**src/pts_pkg.sv**
```systemverilog
// Shared types and constants for the periodic task tick scheduler.
// No dependencies; imported by every module of the block.
`default_nettype none

package pts_pkg;

    // Slot table size and derived widths
    localparam int TASK_SLOTS  = 8;
    localparam int SLOT_W      = (TASK_SLOTS > 1) ? $clog2(TASK_SLOTS) : 1;
    localparam int ID_W        = 3;
    localparam int KIND_W      = 3;
    localparam int PERIOD_W    = 16;
    localparam int DELAY_W     = 8;
    localparam int MASK_W      = 8;
    localparam int FIRE_W      = (TASK_SLOTS > MASK_W) ? TASK_SLOTS : MASK_W;

    // Command queue between front and back
    localparam int QUEUE_DEPTH = 2;
    localparam int QPTR_W      = (QUEUE_DEPTH > 1) ? $clog2(QUEUE_DEPTH) : 1;
    localparam int QCNT_W      = $clog2(QUEUE_DEPTH + 1);

    // Item kind codes as they arrive on the port
    localparam logic [KIND_W-1:0] KIND_TICK    = 3'd0;
    localparam logic [KIND_W-1:0] KIND_CREATE  = 3'd1;
    localparam logic [KIND_W-1:0] KIND_SUSPEND = 3'd2;
    localparam logic [KIND_W-1:0] KIND_RESUME  = 3'd3;
    localparam logic [KIND_W-1:0] KIND_DELETE  = 3'd4;
    localparam logic [KIND_W-1:0] KIND_QUERY   = 3'd5;

    // Decoded operation carried to the back end
    typedef enum logic [2:0] {
        OP_TICK,
        OP_CREATE,
        OP_SUSPEND,
        OP_RESUME,
        OP_DELETE,
        OP_QUERY
    } op_t;

    typedef struct packed {
        logic [KIND_W-1:0]   kind;
        logic [ID_W-1:0]     task_id;
        logic [PERIOD_W-1:0] period;
        logic [DELAY_W-1:0]  first_delay;
    } item_t;

    typedef struct packed {
        logic [MASK_W-1:0] fired_mask;
        logic              slot_suspended;
        logic              slot_present;
    } result_t;

    typedef struct packed {
        op_t                 op;
        logic                in_range;
        logic [SLOT_W-1:0]   slot;
        logic [PERIOD_W-1:0] period;
        logic [DELAY_W-1:0]  first_delay;
    } cmd_t;

endpackage

`default_nettype wire

```
**src/pts_front.sv**
```systemverilog
// Front end: takes item beats and decodes them into back-end commands.
// Depends on pts_pkg.
`default_nettype none

module pts_front
    import pts_pkg::*;
(
    input  wire logic  clk,
    input  wire logic  rst_n,
    input  wire item_t item,
    input  wire logic  item_valid,
    output logic       item_stall,
    input  wire logic  queue_full,
    output logic       push,
    output cmd_t       cmd
);

    logic in_range;

    // Back-pressure comes straight from the queue fill state
    assign item_stall = queue_full;
    assign push       = item_valid && !queue_full;

    assign in_range = int'(item.task_id) < TASK_SLOTS;

    // Classify: out-of-range slot accesses and unknown kinds become queries
    always_comb
    begin
        cmd.in_range    = in_range;
        cmd.slot        = SLOT_W'(item.task_id);
        cmd.period      = item.period;
        cmd.first_delay = item.first_delay;
        if (item.kind == KIND_TICK)
        begin
            cmd.op = OP_TICK;
        end
        else if (!in_range)
        begin
            cmd.op = OP_QUERY;
        end
        else
        begin
            unique case (item.kind)
                KIND_CREATE:  cmd.op = OP_CREATE;
                KIND_SUSPEND: cmd.op = OP_SUSPEND;
                KIND_RESUME:  cmd.op = OP_RESUME;
                KIND_DELETE:  cmd.op = OP_DELETE;
                default:      cmd.op = OP_QUERY;
            endcase
        end
    end

    // A beat is never pushed into a full queue
    a_no_push_when_full: assert property (@(posedge clk) disable iff (!rst_n)
        push |-> !queue_full)
        else $error("front pushed into a full queue");

endmodule

`default_nettype wire

```
**src/pts_queue.sv**
```systemverilog
// Short command queue decoupling the front end from the back end.
// Depends on pts_pkg.
`default_nettype none

module pts_queue
    import pts_pkg::*;
(
    input  wire logic clk,
    input  wire logic rst_n,
    input  wire logic push,
    input  wire cmd_t push_cmd,
    input  wire logic pop,
    output logic      full,
    output logic      head_valid,
    output cmd_t      head_cmd
);

    cmd_t              mem [QUEUE_DEPTH];
    logic [QPTR_W-1:0] wr_ptr_reg, wr_ptr_next;
    logic [QPTR_W-1:0] rd_ptr_reg, rd_ptr_next;
    logic [QCNT_W-1:0] count_reg, count_next;

    assign full       = count_reg == QCNT_W'(QUEUE_DEPTH);
    assign head_valid = count_reg != '0;
    assign head_cmd   = mem[rd_ptr_reg];

    // Pointer and fill count update
    always_comb
    begin
        wr_ptr_next = wr_ptr_reg;
        rd_ptr_next = rd_ptr_reg;
        count_next  = count_reg;
        if (push)
        begin
            wr_ptr_next = (int'(wr_ptr_reg) == QUEUE_DEPTH - 1) ? '0 : wr_ptr_reg + 1'b1;
        end
        if (pop)
        begin
            rd_ptr_next = (int'(rd_ptr_reg) == QUEUE_DEPTH - 1) ? '0 : rd_ptr_reg + 1'b1;
        end
        if (push && !pop)
        begin
            count_next = count_reg + 1'b1;
        end
        else if (!push && pop)
        begin
            count_next = count_reg - 1'b1;
        end
    end

    always_ff @(posedge clk or negedge rst_n)
    begin
        if (!rst_n)
        begin
            wr_ptr_reg <= '0;
            rd_ptr_reg <= '0;
            count_reg  <= '0;
        end
        else
        begin
            wr_ptr_reg <= wr_ptr_next;
            rd_ptr_reg <= rd_ptr_next;
            count_reg  <= count_next;
        end
    end

    // Storage: payload only, no reset
    always_ff @(posedge clk)
    begin
        if (push)
        begin
            mem[wr_ptr_reg] <= push_cmd;
        end
    end

    a_count_bound: assert property (@(posedge clk) disable iff (!rst_n)
        int'(count_reg) <= QUEUE_DEPTH)
        else $error("queue fill count beyond depth");

    a_no_pop_empty: assert property (@(posedge clk) disable iff (!rst_n)
        pop |-> head_valid)
        else $error("queue popped while empty");

    a_push_fills: assert property (@(posedge clk) disable iff (!rst_n)
        push && !pop |=> head_valid)
        else $error("queue empty after a push");

endmodule

`default_nettype wire

```
**src/pts_back.sv**
```systemverilog
// Back end: slot table, tick engine and result register.
// Depends on pts_pkg.
`default_nettype none

module pts_back
    import pts_pkg::*;
(
    input  wire logic clk,
    input  wire logic rst_n,
    input  wire logic head_valid,
    input  wire cmd_t head_cmd,
    output logic      pop,
    output result_t   result,
    output logic      result_valid,
    input  wire logic result_stall
);

    localparam int LAST = TASK_SLOTS - 1;

    logic                valid_reg  [TASK_SLOTS];
    logic                valid_next [TASK_SLOTS];
    logic                held_reg   [TASK_SLOTS];
    logic                held_next  [TASK_SLOTS];
    logic [PERIOD_W-1:0] period_reg [TASK_SLOTS];
    logic [PERIOD_W-1:0] period_next[TASK_SLOTS];
    logic [PERIOD_W-1:0] count_reg  [TASK_SLOTS];
    logic [PERIOD_W-1:0] count_next [TASK_SLOTS];
    logic [FIRE_W-1:0]   fire;
    result_t             result_reg, result_next;
    logic                result_valid_reg;
    logic                load;

    // Take a command whenever the result register is free or being emptied
    assign load         = head_valid && (!result_valid_reg || !result_stall);
    assign pop          = load;
    assign result       = result_reg;
    assign result_valid = result_valid_reg;

    // Next table state for the command at the queue head
    always_comb
    begin
        fire = '0;
        for (int s = 0; s < TASK_SLOTS; s++)
        begin
            valid_next[s]  = valid_reg[s];
            held_next[s]   = held_reg[s];
            period_next[s] = period_reg[s];
            count_next[s]  = count_reg[s];
            case (head_cmd.op)
                OP_TICK:
                begin
                    if (valid_reg[s] && !held_reg[s])
                    begin
                        if (count_reg[s] == '0)
                        begin
                            fire[s] = 1'b1;
                            // zero period counts as one
                            count_next[s] = (period_reg[s] == '0) ? '0
                                                                  : period_reg[s] - 1'b1;
                        end
                        else
                        begin
                            count_next[s] = count_reg[s] - 1'b1;
                        end
                    end
                end
                OP_CREATE:
                begin
                    if (SLOT_W'(s) == head_cmd.slot)
                    begin
                        valid_next[s]  = 1'b1;
                        held_next[s]   = 1'b0;
                        period_next[s] = head_cmd.period;
                        count_next[s]  = PERIOD_W'(head_cmd.first_delay);
                    end
                end
                OP_SUSPEND:
                begin
                    if (SLOT_W'(s) == head_cmd.slot)
                    begin
                        held_next[s] = 1'b1;
                    end
                end
                OP_RESUME:
                begin
                    if (SLOT_W'(s) == head_cmd.slot)
                    begin
                        held_next[s] = 1'b0;
                    end
                end
                OP_DELETE:
                begin
                    // slots at and above the deleted one take their upper neighbour; the last slot empties
                    if (SLOT_W'(s) >= head_cmd.slot)
                    begin
                        if (s == LAST)
                        begin
                            valid_next[s]  = 1'b0;
                            held_next[s]   = 1'b0;
                            period_next[s] = '0;
                            count_next[s]  = '0;
                        end
                        else
                        begin
                            valid_next[s]  = valid_reg[(s == LAST) ? s : s + 1];
                            held_next[s]   = held_reg[(s == LAST) ? s : s + 1];
                            period_next[s] = period_reg[(s == LAST) ? s : s + 1];
                            count_next[s]  = count_reg[(s == LAST) ? s : s + 1];
                        end
                    end
                end
                default:
                begin
                end
            endcase
        end
    end

    // Result: fire mask of this beat and the addressed slot after it
    always_comb
    begin
        result_next.fired_mask     = fire[MASK_W-1:0];
        result_next.slot_suspended = head_cmd.in_range ? held_next[head_cmd.slot] : 1'b0;
        result_next.slot_present   = head_cmd.in_range ? valid_next[head_cmd.slot] : 1'b0;
    end

    // Table state and result handshake
    always_ff @(posedge clk or negedge rst_n)
    begin
        if (!rst_n)
        begin
            for (int s = 0; s < TASK_SLOTS; s++)
            begin
                valid_reg[s]  <= 1'b0;
                held_reg[s]   <= 1'b0;
                period_reg[s] <= '0;
                count_reg[s]  <= '0;
            end
            result_valid_reg <= 1'b0;
        end
        else
        begin
            if (load)
            begin
                for (int s = 0; s < TASK_SLOTS; s++)
                begin
                    valid_reg[s]  <= valid_next[s];
                    held_reg[s]   <= held_next[s];
                    period_reg[s] <= period_next[s];
                    count_reg[s]  <= count_next[s];
                end
                result_valid_reg <= 1'b1;
            end
            else if (!result_stall)
            begin
                result_valid_reg <= 1'b0;
            end
        end
    end

    always_ff @(posedge clk)
    begin
        if (load)
        begin
            result_reg <= result_next;
        end
    end

    a_mask_tick_only: assert property (@(posedge clk) disable iff (!rst_n)
        load && head_cmd.op != OP_TICK |=> result_reg.fired_mask == '0)
        else $error("fire mask set on a non-tick beat");

    a_delete_empties_last: assert property (@(posedge clk) disable iff (!rst_n)
        load && head_cmd.op == OP_DELETE |=> !valid_reg[LAST] && !held_reg[LAST])
        else $error("last slot not emptied by delete");

    a_out_of_range_blank: assert property (@(posedge clk) disable iff (!rst_n)
        load && !head_cmd.in_range
        |=> !result_reg.slot_present && !result_reg.slot_suspended)
        else $error("out-of-range slot reported as present");

endmodule

`default_nettype wire

```
**src/periodic_task_tick_scheduler.sv**
```systemverilog
// Periodic task tick scheduler, top level: front decoder, command queue, back end.
// Path: an item beat is written into the command queue, then its result into the result register.
// Throughput: one item per cycle sustained while result_stall is low; the slot table updates once per command.
// Back-pressure: the front stalls only when the two-entry command queue is full.
// Reset: asynchronous, active low; the slot table empties and queue and result_valid clear.
// Depends on pts_pkg, pts_front, pts_queue, pts_back.
`default_nettype none

module periodic_task_tick_scheduler
    import pts_pkg::*;
(
    input  wire logic    clk,
    input  wire logic    rst_n,
    input  wire item_t   item,
    input  wire logic    item_valid,
    output logic         item_stall,
    output result_t      result,
    output logic         result_valid,
    input  wire logic    result_stall
);

    logic push;
    logic pop;
    logic queue_full;
    logic head_valid;
    cmd_t push_cmd;
    cmd_t head_cmd;

    pts_front u_front (
        .clk        (clk),
        .rst_n      (rst_n),
        .item       (item),
        .item_valid (item_valid),
        .item_stall (item_stall),
        .queue_full (queue_full),
        .push       (push),
        .cmd        (push_cmd)
    );

    pts_queue u_queue (
        .clk        (clk),
        .rst_n      (rst_n),
        .push       (push),
        .push_cmd   (push_cmd),
        .pop        (pop),
        .full       (queue_full),
        .head_valid (head_valid),
        .head_cmd   (head_cmd)
    );

    pts_back u_back (
        .clk          (clk),
        .rst_n        (rst_n),
        .head_valid   (head_valid),
        .head_cmd     (head_cmd),
        .pop          (pop),
        .result       (result),
        .result_valid (result_valid),
        .result_stall (result_stall)
    );

endmodule

`default_nettype wire
```
**config.mk**
```make
export PLATFORM = sky130hd
export DESIGN_NAME = periodic_task_tick_scheduler
export DESIGN_NICKNAME = d
export VERILOG_FILES = /design/src/pts_pkg.sv /design/src/pts_front.sv /design/src/pts_queue.sv /design/src/pts_back.sv /design/src/periodic_task_tick_scheduler.sv
export SDC_FILE = /design/constraint.sdc
export NUM_CORES = 1
export LEC_CHECK = 0
export ABC_AREA = 1
export BUFFER_PORTS_ARGS = -buffer_cell sky130_fd_sc_hd__buf_2
export CELL_PAD_IN_SITES_DETAIL_PLACEMENT = 1
export CELL_PAD_IN_SITES_GLOBAL_PLACEMENT = 1
export CORE_MARGIN = 8
export CORE_UTILIZATION = 33
export CTS_CLUSTER_SIZE = 8
export DETAILED_ROUTE_END_ITERATION = 10
export PLACE_DENSITY = 0.67
export SLEW_MARGIN = 10
export SYNTH_ARGS = -nofsm -noshare
export SYNTH_HDL_FRONTEND = slang
export SYNTH_HIERARCHICAL = 1
export SYNTH_SLANG_ARGS = --single-unit
```
**constraint.sdc**
```tcl
create_clock -name clk -period 3.7 [get_ports clk]
set_input_delay 0 -clock clk [delete_from_list [all_inputs] [get_ports clk]]
set_output_delay 0 -clock clk [all_outputs]
set_load 0.05 [all_outputs]
```
==> out/metrics.yaml, run 1 <==
outcome: "complete, no violations"
die_x_um: 285.3
muxShareOfSynthArea_pct: 2.242
slew_headroom_pct: 31.00
grt_overflow_total: 0
tns_ps: 0
r2r_slack_ps: 600
p_per_area_mw_per_mm2: 898.9
drv_cap: 0
post-place-ws_ps: 639.2
clock_skew_ps: 64.52
gp_congestion: 0.9190
syn_to_final_growth_pct: 11.00
rows: 98
start_kind: "flip-flop"
wire_per_inst_um: 20.15
htree_levels: 2
synth_compound_area_share_pct: 12.98
ant_nets: 0
fmax_ghz: 0.3222
placed_cells: 4369
layout-drive-gt1-share_pct: 5.663
slowest_stage: "nand2_1"
p_leak_nw: 12.48
tightest_slew_ps: 1032
fillerInstances: 9176
dieArea_mm2: 0.08141
grt_max_degree: 115
ys.flop_type: "dfrtp_1"
clock-sinks: 349
max-vdd-ir-drop_v: 0.0005279
cts_root_buffer: "clkbuf_16"
synthAdderAreaFrac_pct: 1.307
crit_chain: "mux2_4, clkinv_1, nand2_1, nor2_1, nand2_1, mux2_1"
fin_cells: 4487
yosysWarnings: 6
wl_mm: 90.42
fin_crit_ps: 3103
cts_tree: "built"
portBuffers: 45
crit_required_ps: 4200
via_per_inst: 5.185
yosys-top-cells-area: "dfrtp_1 (29%), nand2_1 (14%), nor2_1 (9.7%)"
grt_pass1_wl_mm: 141.7
finish.instance_area_mm2: 0.02657
place_area_mm2: 0.02476
clk_pin_slew_ps: 50
dieHeight_um: 285.3
layout_setup_ws_ps: 596.7
hold_viol_final: 0
crit_top_cell: "nand2_1"
whs_ps: 100.1
synth_area_mm2: 0.02394
cts_max_path_buffers: 3
io_pins: 46
ys_ff_latch: 349
crit_type: "reg2reg"
drc: 0
critPathMaxFanout: 29
avgSynthCellArea_um2: 6.855
synth_top_family_by_area: "simple AND/OR/NAND/NOR gates"
power_mw: 23.88
nets: 3566
synth_top_area_share_pct: 28.96
synthTopCellsByCount: "nand2_1 (871), nor2_1 (616), inv_1 (342), dfrtp_1 (277), a21oi_1 (275)"
core_mm2: 0.07161
grt_use_total_pct: 21.89
cts-buffers-inserted: 50
synthCells: 3492
hpwl_mm: 66.16
synth_top_cell_by_area: "dfrtp_1"
vias: 23260
synth_nets: 3551
synth-simple-area-share_pct: 32.35
arrival_ps: 3600
setup_viol: 0
finalMaxSlewViolations: 0
drt_iter0_markers: 1530
ys_types: 45
synth_xor_area_share_pct: 4.061
ys_seq_area_share_pct: 37.99
yosysMostFrequentCell: "nand2_1"
hold_path_class: "in2reg"
start_util_pct: 33.43
async_flop_share_pct: 79.37
grt_pass1_vias: 24140
cpPeakStageDelay_ps: 710
grt_setup_unrepaired: "false"
clk_latency_ps: 630
finalCritPeriodShare_pct: 83.87
end_kind: "flip-flop"
drt_pass1_iterations: 7
cts_setup_buffers: 0
synth-edff-count: 72
antenna_found_initial: 4
post-route-util_pct: 37.11
## layout by cell type, fill, tap and decap left out, drive strengths merged
cell         synthesis  layout
a21oi              276     276
a21o                 3       3
xor2                95      95
o211ai               8       8
nor3                20      20
dlygate4sd3          0      35
mux2                38      38
o21bai               2       2
buf                 96      68
ha                  25      25
nor2               628     628
o21ai              277     277
nor4                 8       8
and3                 2       2
nand3b               8       8
a21boi              11      11
inv                350     351
xnor2               16      16
diode                0       5
or2                  2       2
and2                 2       2
conb                 1       1
nand2              884     884
clkinv               3       6
nand3              260     260
o22ai               10      10
a22oi               11      11
nand4               63      63
dfrtp              277     277
edfxtp              72      72
clkbuf              44      73
## report_power, final
group	switching (mW)	internal (mW)	leakage [nW]
clock network	1.84	2.50	0.686
registers	1.91	5.60	3.81
logic	8.38	3.65	7.99
## kinds of logic after synthesis
group | count (synthesis)
AND/OR/NAND/NOR | 1877
AO/OA/AOI/OAI | 598
buffers and inverters | 493
flip-flops | 349
XOR/XNOR | 111
multiplexers | 38
adder cells (fa/ha/maj) | 25
other | 1
## worst paths after layout
check                           cells past startpoint                 start                     end
worst max-delay path                                6    u_queue/rd_ptr_reg  u_back/period_reg[118]
worst min-delay path                                2               item[3]       u_queue/mem[1][3]
worst max register to register                      6    u_queue/rd_ptr_reg  u_back/period_reg[118]
worst min register to register                      2  u_queue/count_reg[1]    u_queue/count_reg[1]
max in group asynchronous                           4                 rst_n   u_back/period_reg[68]
min in group asynchronous                           3                 rst_n   u_back/period_reg[82]
## layer usage
metal	vias up	GRT usage (%)	routed length [um]
met5	-	0	13
met4	2	8.153	3246
met3	149	2.808	3913
met2	414	36.01	42120
met1	11380	29.24	41130
li1	11320	-	-
## layout make-up
class,instances,area [um^2],share of cell area (%)
antenna,5,12.51,0.04709
clock buffer,73,1348,5.072
clock inverter,4,85.08,0.3202
inverter,353,1335,5.024
multi-input combinational,2650,12690,47.74
sequential,349,9095,34.23
tap,950,1189,4.474
timing repair buffer,103,820.8,3.089
## what timing repair did
item | in CTS | in global routing
hold buffers | 36 | 0
endpoints found under the hold margin | 313 | 0
gates resized for setup | 0 | 0
## worst max-delay path, delay by kind of cell (launching register included)
family        cells  cell delay (ps)
simple gates      3             1230
mux               2              970
flops             1              540
buf+inv           1              210
Note: power is estimated with default switching activity, not from simulation.
==> run 2: changes to the inputs <==
==> constraint.sdc (replaced) <==
create_clock -name clk -period 3.1 [get_ports clk]
set_input_delay 0 -clock clk [delete_from_list [all_inputs] [get_ports clk]]
set_output_delay 0 -clock clk [all_outputs]
set_load 0.05 [all_outputs]
==> run 2 against run 1 <==
Against the previous run:
- die area unchanged
- flip-flop and latch count is the same
- critical path depth is 4 higher
- register-to-register slack worse by 320 ps
- maximum frequency rose by 10%
- count of clock-buffer cells in the layout up 1
- clock skew is 32 ps lower
- routed wire length increased by 1.9%
- sequential share of layout area fell by 0.33 points
- global-route usage rose by 0.38 points
- combinational power up 22%
- hold slack worse by 69 ps
==> out/metrics.yaml, run 2 (synthesis results as in run 1) <==
outcome: "complete, no violations"  # unchanged
max-vdd-ir-drop_v: 0.0006167  # was 0.0005279 V
crit_required_ps: 3590  # was 4200 ps
start_kind: "flip-flop"  # unchanged
fin_cells: 4512  # was 4,487
critPathMaxFanout: 25  # was 29
slew_headroom_pct: 34.23  # was 31.00%
io_pins: 46  # unchanged
syn_to_final_growth_pct: 12.06  # was 11.00%
grt_setup_unrepaired: "false"  # unchanged
drc: 0  # unchanged
fmax_ghz: 0.3548  # was 0.3222 GHz
hold_path_class: "in2async"  # was in2reg
placed_cells: 4397  # was 4,369
start_util_pct: 33.43  # unchanged
timing.rr.start: "u_queue/rd_ptr_reg"  # unchanged
htree_levels: 2  # unchanged
clk_pin_slew_ps: 60  # was 50 ps
clock_skew_ps: 32.43  # was 64.52 ps
rows: 98  # unchanged
worstSetupEndpoint: "u_back/period_reg[121]"  # was u_back/period_reg[118]
final_cell_mix: "nand2_1 (871), nor2_1 (615), inv_1 (341), dfrtp_1 (276), a21oi_1 (275)"  # unchanged
drt_iter0_markers: 1391  # was 1,530
cts-buffers-inserted: 51  # was 50
p_leak_nw: 12.64  # was 12.48 nW
cts_root_buffer: "clkbuf_16"  # unchanged
wire_per_inst_um: 20.41  # was 20.15 um
end_kind: "flip-flop"  # unchanged
r2r_slack_ps: 280  # was 600 ps
die_x_um: 285.3  # unchanged
cts_tree: "built"  # unchanged
crit_type: "reg2reg"  # unchanged
tns_ps: 0  # unchanged
grt_use_total_pct: 22.27  # was 21.89%
grt_pass1_vias: 24230  # was 24.14k
cts_max_path_buffers: 3  # unchanged
antenna_found_initial: 1  # was 4
vias: 23330  # was 23.26k
grt_max_degree: 135  # was 115
drv_cap: 0  # unchanged
critical_path.startpoint: "u_queue/rd_ptr_reg"  # unchanged
dieHeight_um: 285.3  # unchanged
hpwl_mm: 67.05  # was 66.16 mm
gp_congestion: 0.8985  # was 0.9190
finalCritPeriodShare_pct: 90.92  # was 83.87%
nets: 3594  # was 3,566
r2r_end: "u_back/period_reg[121]"  # was u_back/period_reg[118]
hold_viol_final: 0  # unchanged
dieArea_mm2: 0.08141  # unchanged
core_mm2: 0.07161  # unchanged
clk_latency_ps: 620  # was 630 ps
setup_viol: 0  # unchanged
clock-sinks: 349  # unchanged
drt_pass1_iterations: 5  # was 7
finalMaxSlewViolations: 0  # unchanged
final_common_cell: "nand2_1"  # unchanged
grt_overflow_total: 0  # unchanged
via_per_inst: 5.171  # was 5.185
fin_crit_ps: 2819  # was 3103 ps
p_per_area_mw_per_mm2: 1080  # was 898.9 mW/mm^2
grt_pass1_wl_mm: 144.1  # was 141.7 mm
layout-drive-gt1-share_pct: 6.543  # was 5.663%
tightest_slew_ps: 986.5  # was 1032 ps
portBuffers: 45  # unchanged
arrival_ps: 3310  # was 3600 ps
cts_setup_buffers: 0  # unchanged
ant_nets: 0  # unchanged
wl_mm: 92.10  # was 90.42 mm
r2r_cells: 10  # was 6
==> run 2: changes by cell type in the layout (fill, tap and decap cells not counted), moves of 2 or more <==
| cell | delta |
|---|---|
| buf_4 | +29 |
| clkbuf_1 | -3 |
| diode_2 | -4 |
| clkbuf_8 | +3 |
| buf_12 | -2 |
==> run 2: worst min-delay path by stage <==
| stage | end | slack [ps] | cells past startpoint |
|---|---|---|---|
| global route | u_queue/wr_ptr_reg | 30 | 3 |
| global placement | u_queue/wr_ptr_reg | -60 | 1 |
| finish | u_queue/wr_ptr_reg | 30 | 3 |
| floorplan | u_back/count_reg[0] | -300 | 0 |
| detailed placement | u_queue/wr_ptr_reg | -60 | 1 |
| CTS | u_queue/wr_ptr_reg | 20 | 3 |
==> run 2: cell type report <==
class                           instances  area [um^2]
Antenna cell                            1        2.502
Multi-Input combinational cell       2650        12690
Clock buffer                           74         1403
Inverter                              353         1335
Clock inverter                          5        100.1
Sequential cell                       349         9095
Tap cell                              950         1189
Timing Repair Buffer                  130         1016
Fill cell                            9213        44780
==> run 2: what timing repair did <==
item	CTS	global route
endpoints found under the hold margin	349	0
gates resized for setup	0	0
hold buffers	35	0
==> run 2: power breakdown <==
part	leakage [nW]	total [mW]	switching, mW	internal, mW
logic	8.11	14.7	10.2	4.49
registers	3.81	8.94	2.25	6.69
clock network	0.722	5.37	2.26	3.11
==> run 2: metal layers <==
| metal | global-route usage [%] | share of wire [%] | wire (um) | vias up |
|---|---|---|---|---|
| met5 | 0 | 0 | 0 | - |
| met4 | 7.053 | 3.2 | 2954 | 0 |
| met3 | 2.951 | 3.7 | 3403 | 129 |
| met2 | 36.85 | 46 | 42800 | 380 |
| met1 | 30.00 | 47 | 42940 | 11440 |
| li1 | - | - | - | 11380 |
==> run 2: worst max-delay path, cell delays in order (launching register included) <==
cell and delay, ps:
dfrtp_2 490, mux2_4 360, nor2_4 210, nand2_4 220, nand2_4 210, inv_4 70, nor2_8 130, nand2_1 470
buf_4 370, nor2_1 100, a21oi_1 50
==> run 2: through the flow <==
step	utilization (%)	hold slack, ps	power, mW	cell area (um^2)	setup WS [ps]
4_1_cts	37.46	15.09	29.10	26820	272.7
5_1_grt	37.46	30.81	31.29	26820	73.07
3_3_place_gp	34.85	-61.41	23.31	24950	356.5
2_1_floorplan	-	-295.6	18.42	23940	598.8
3_5_place_dp	34.85	-57.71	23.52	24950	301.0
6_report	37.46	31.24	28.97	26830	281.4
==> run 3: changes to the inputs <==
--- a/config.mk
+++ b/config.mk
@@ -6,6 +6,7 @@
 export NUM_CORES = 1
 export LEC_CHECK = 0
 export ABC_AREA = 1
+export ABC_CLOCK_PERIOD_IN_PS = 3200
 export BUFFER_PORTS_ARGS = -buffer_cell sky130_fd_sc_hd__buf_2
 export CELL_PAD_IN_SITES_DETAIL_PLACEMENT = 1
 export CELL_PAD_IN_SITES_GLOBAL_PLACEMENT = 1
@@ -14,6 +15,7 @@
 export CTS_CLUSTER_SIZE = 8
 export DETAILED_ROUTE_END_ITERATION = 10
 export PLACE_DENSITY = 0.67
+export SETUP_SLACK_MARGIN = 0.4
 export SLEW_MARGIN = 10
 export SYNTH_ARGS = -nofsm -noshare
 export SYNTH_HDL_FRONTEND = slang
==> constraint.sdc (replaced) <==
create_clock -name clk -period 3.2 [get_ports clk]
set_input_delay 0 -clock clk [delete_from_list [all_inputs] [get_ports clk]]
set_output_delay 0 -clock clk [all_outputs]
set_load 0.05 [all_outputs]
==> run 3 against run 2 <==
Against the previous run:
- via count about the same
- cell count about the same
- clock power decreased by 3%
- non-clock buffer count down 3
- worst setup slack better by 250 ps
- combinational power is 3% lower
- power is 2.9% lower
- critical path type unchanged
==> out/metrics.yaml, run 3 (synthesis results as in run 1) <==
io_pins: 46  # unchanged
r2r_slack_ps: 530  # was 280 ps
clock-sinks: 349  # unchanged
grt_setup_unrepaired: "false"  # unchanged
cts_root_buffer: "clkbuf_16"  # unchanged
cts_max_path_buffers: 3  # unchanged
clock_skew_ps: 50.49  # was 32.43 ps
nets: 3592  # was 3,594
crit_type: "reg2reg"  # unchanged
cts-buffers-inserted: 51  # unchanged
outcome: "complete, no violations"  # unchanged
die_x_um: 285.3  # unchanged
start_util_pct: 33.43  # unchanged
crit_required_ps: 3740  # was 3590 ps
grt_overflow_total: 0  # unchanged
fmax_ghz: 0.3741  # was 0.3548 GHz
finish.instance_area_mm2: 0.02688  # was 0.02683 mm^2
antenna_found_initial: 2  # was 1
tns_ps: 0  # unchanged
fin_crit_ps: 2673  # was 2819 ps
drc: 0  # unchanged
via_per_inst: 5.172  # was 5.171
p_per_area_mw_per_mm2: 1046  # was 1080 mW/mm^2
grt_pass1_vias: 24080  # was 24.23k
finalMaxSlewViolations: 0  # unchanged
hold_path_class: "in2async"  # unchanged
dieArea_mm2: 0.08141  # unchanged
timing.rr.start: "u_queue/rd_ptr_reg"  # unchanged
portBuffers: 45  # unchanged
syn_to_final_growth_pct: 12.30  # was 12.06%
final_cell_mix: "nand2_1 (868), nor2_1 (614), inv_1 (339), dfrtp_1 (276), a21oi_1 (275)"  # was nand2_1 (871), nor2_1 (615), inv_1 (341), dfrtp_1 (276), a21oi_1 (275)
crit_family: "simple AND/OR/NAND/NOR gates"  # unchanged
end_kind: "flip-flop"  # unchanged
ant_nets: 0  # unchanged
cts_tree: "built"  # unchanged
drv_cap: 0  # unchanged
critPathMaxFanout: 7  # was 25
start_kind: "flip-flop"  # unchanged
worstSetupEndpoint: "u_back/count_reg[115]"  # was u_back/period_reg[121]
slowest_stage: "nand2_1"  # was dfrtp_2
p_leak_nw: 12.63  # was 12.64 nW
critical_path.startpoint: "u_queue/rd_ptr_reg"  # unchanged
gp_congestion: 0.9096  # was 0.8985
grt_max_degree: 115  # was 135
tightest_slew_ps: 830.6  # was 986.5 ps
hpwl_mm: 66.68  # was 67.05 mm
max-vdd-ir-drop_v: 0.0005656  # was 0.0006167 V
final_common_cell: "nand2_1"  # unchanged
wire_per_inst_um: 20.17  # was 20.41 um
worst-path-stages: 9  # was 10
place_area_mm2: 0.02495  # about the same
clk_pin_slew_ps: 50  # was 60 ps
cpPeakStageDelay_ps: 520  # was 490 ps
cp_num_buf_inv: 2  # unchanged
finalCritPeriodShare_pct: 83.54  # was 90.92%
setup_viol: 0  # unchanged
crit_chain: "mux2_4, inv_2, nand2_1, nor2_2, nand2_1, buf_4, o21ai_0, a21oi_1, o21ai_0"  # was mux2_4, nor2_4, nand2_4, nand2_4, inv_4, nor2_8, nand2_1, buf_4, nor2_1, a21oi_1
drt_pass1_iterations: 7  # was 5
drt_iter0_markers: 1496  # was 1,391
htree_levels: 2  # unchanged
core_mm2: 0.07161  # unchanged
rows: 98  # unchanged
layout-drive-gt1-share_pct: 6.685  # was 6.543%
r2r_cells: 9  # was 10
grt_use_total_pct: 21.97  # was 22.27%
hold_viol_final: 0  # unchanged
vias: 23330  # about the same
wl_mm: 90.99  # was 92.10 mm
power_mw: 28.12  # was 28.97 mW
slew_headroom_pct: 44.63  # was 34.23%
grt_pass1_wl_mm: 142.8  # was 144.1 mm
dieHeight_um: 285.3  # unchanged
arrival_ps: 3210  # was 3310 ps
r2r_end: "u_back/count_reg[115]"  # was u_back/period_reg[121]
clk_latency_ps: 620  # about the same
[run 3: cell type report]
cell class / instances / area (um^2)
diodes: 1 / 2.502
clock buffers: 76 / 1420
clock inverters: 4 / 95.09
fillers: 9160 / 44730
inverters: 353 / 1344
multi-input cells: 2650 / 12720
flip-flops and latches: 349 / 9095
well taps: 950 / 1189
repair buffers: 127 / 1006
repair inverters: 1 / 7.507
[run 3: metal layers]
layer	up-vias	track usage, %	wire length [um]
met4	0	7.205	2842
met3	138	2.983	3761
met1	11380	29.71	42410
li1	11370	-	-
met5	-	0	0
met2	446	36.03	41980
[run 3: how the worst min path moves through the flow]
stage	endpoint	cells after the start	slack (ps)	startpoint
6_report	u_queue/wr_ptr_reg	2	6	rst_n
5_1_grt	u_queue/wr_ptr_reg	2	60	rst_n
4_1_cts	u_queue/wr_ptr_reg	2	10	rst_n
3_5_place_dp	u_queue/wr_ptr_reg	1	90	rst_n
3_3_place_gp	u_queue/wr_ptr_reg	1	80	rst_n
2_1_floorplan	u_back/count_reg[0]	0	-300	rst_n
[run 3: per-stage QoR]
step	hold WS, ps	setup WS [ps]	utilization, %	cells
2_1_floorplan	-295.6	698.8	-	3492
3_3_place_gp	83.73	414.0	34.84	4393
3_5_place_dp	89.05	392.7	34.84	4393
4_1_cts	11.44	440.0	37.44	4507
5_1_grt	63.45	439.6	37.54	4510
6_report	6.379	526.8	37.54	4511
[run 3: power by group]
group          leakage, nW  total [mW]  switching [mW]  internal, mW
clock                0.726        5.20            2.16          3.04
combinational         8.09        14.3            9.89          4.38
sequential            3.81        8.64            2.16          6.48
total                 12.6        28.1            14.2          13.9
[run 3: repair_timing]
| action | in CTS | in global routing |
|---|---|---|
| buffers inserted | 0 | 2 |
| endpoints found under the setup margin | 4 | 133 |
| hold buffers | 34 | 0 |
| gates resized for setup | 2 | 13 |
| hold endpoints to repair | 162 | 0 |
| gates cloned | 0 | 1 |
| pin swaps | 0 | 1 |
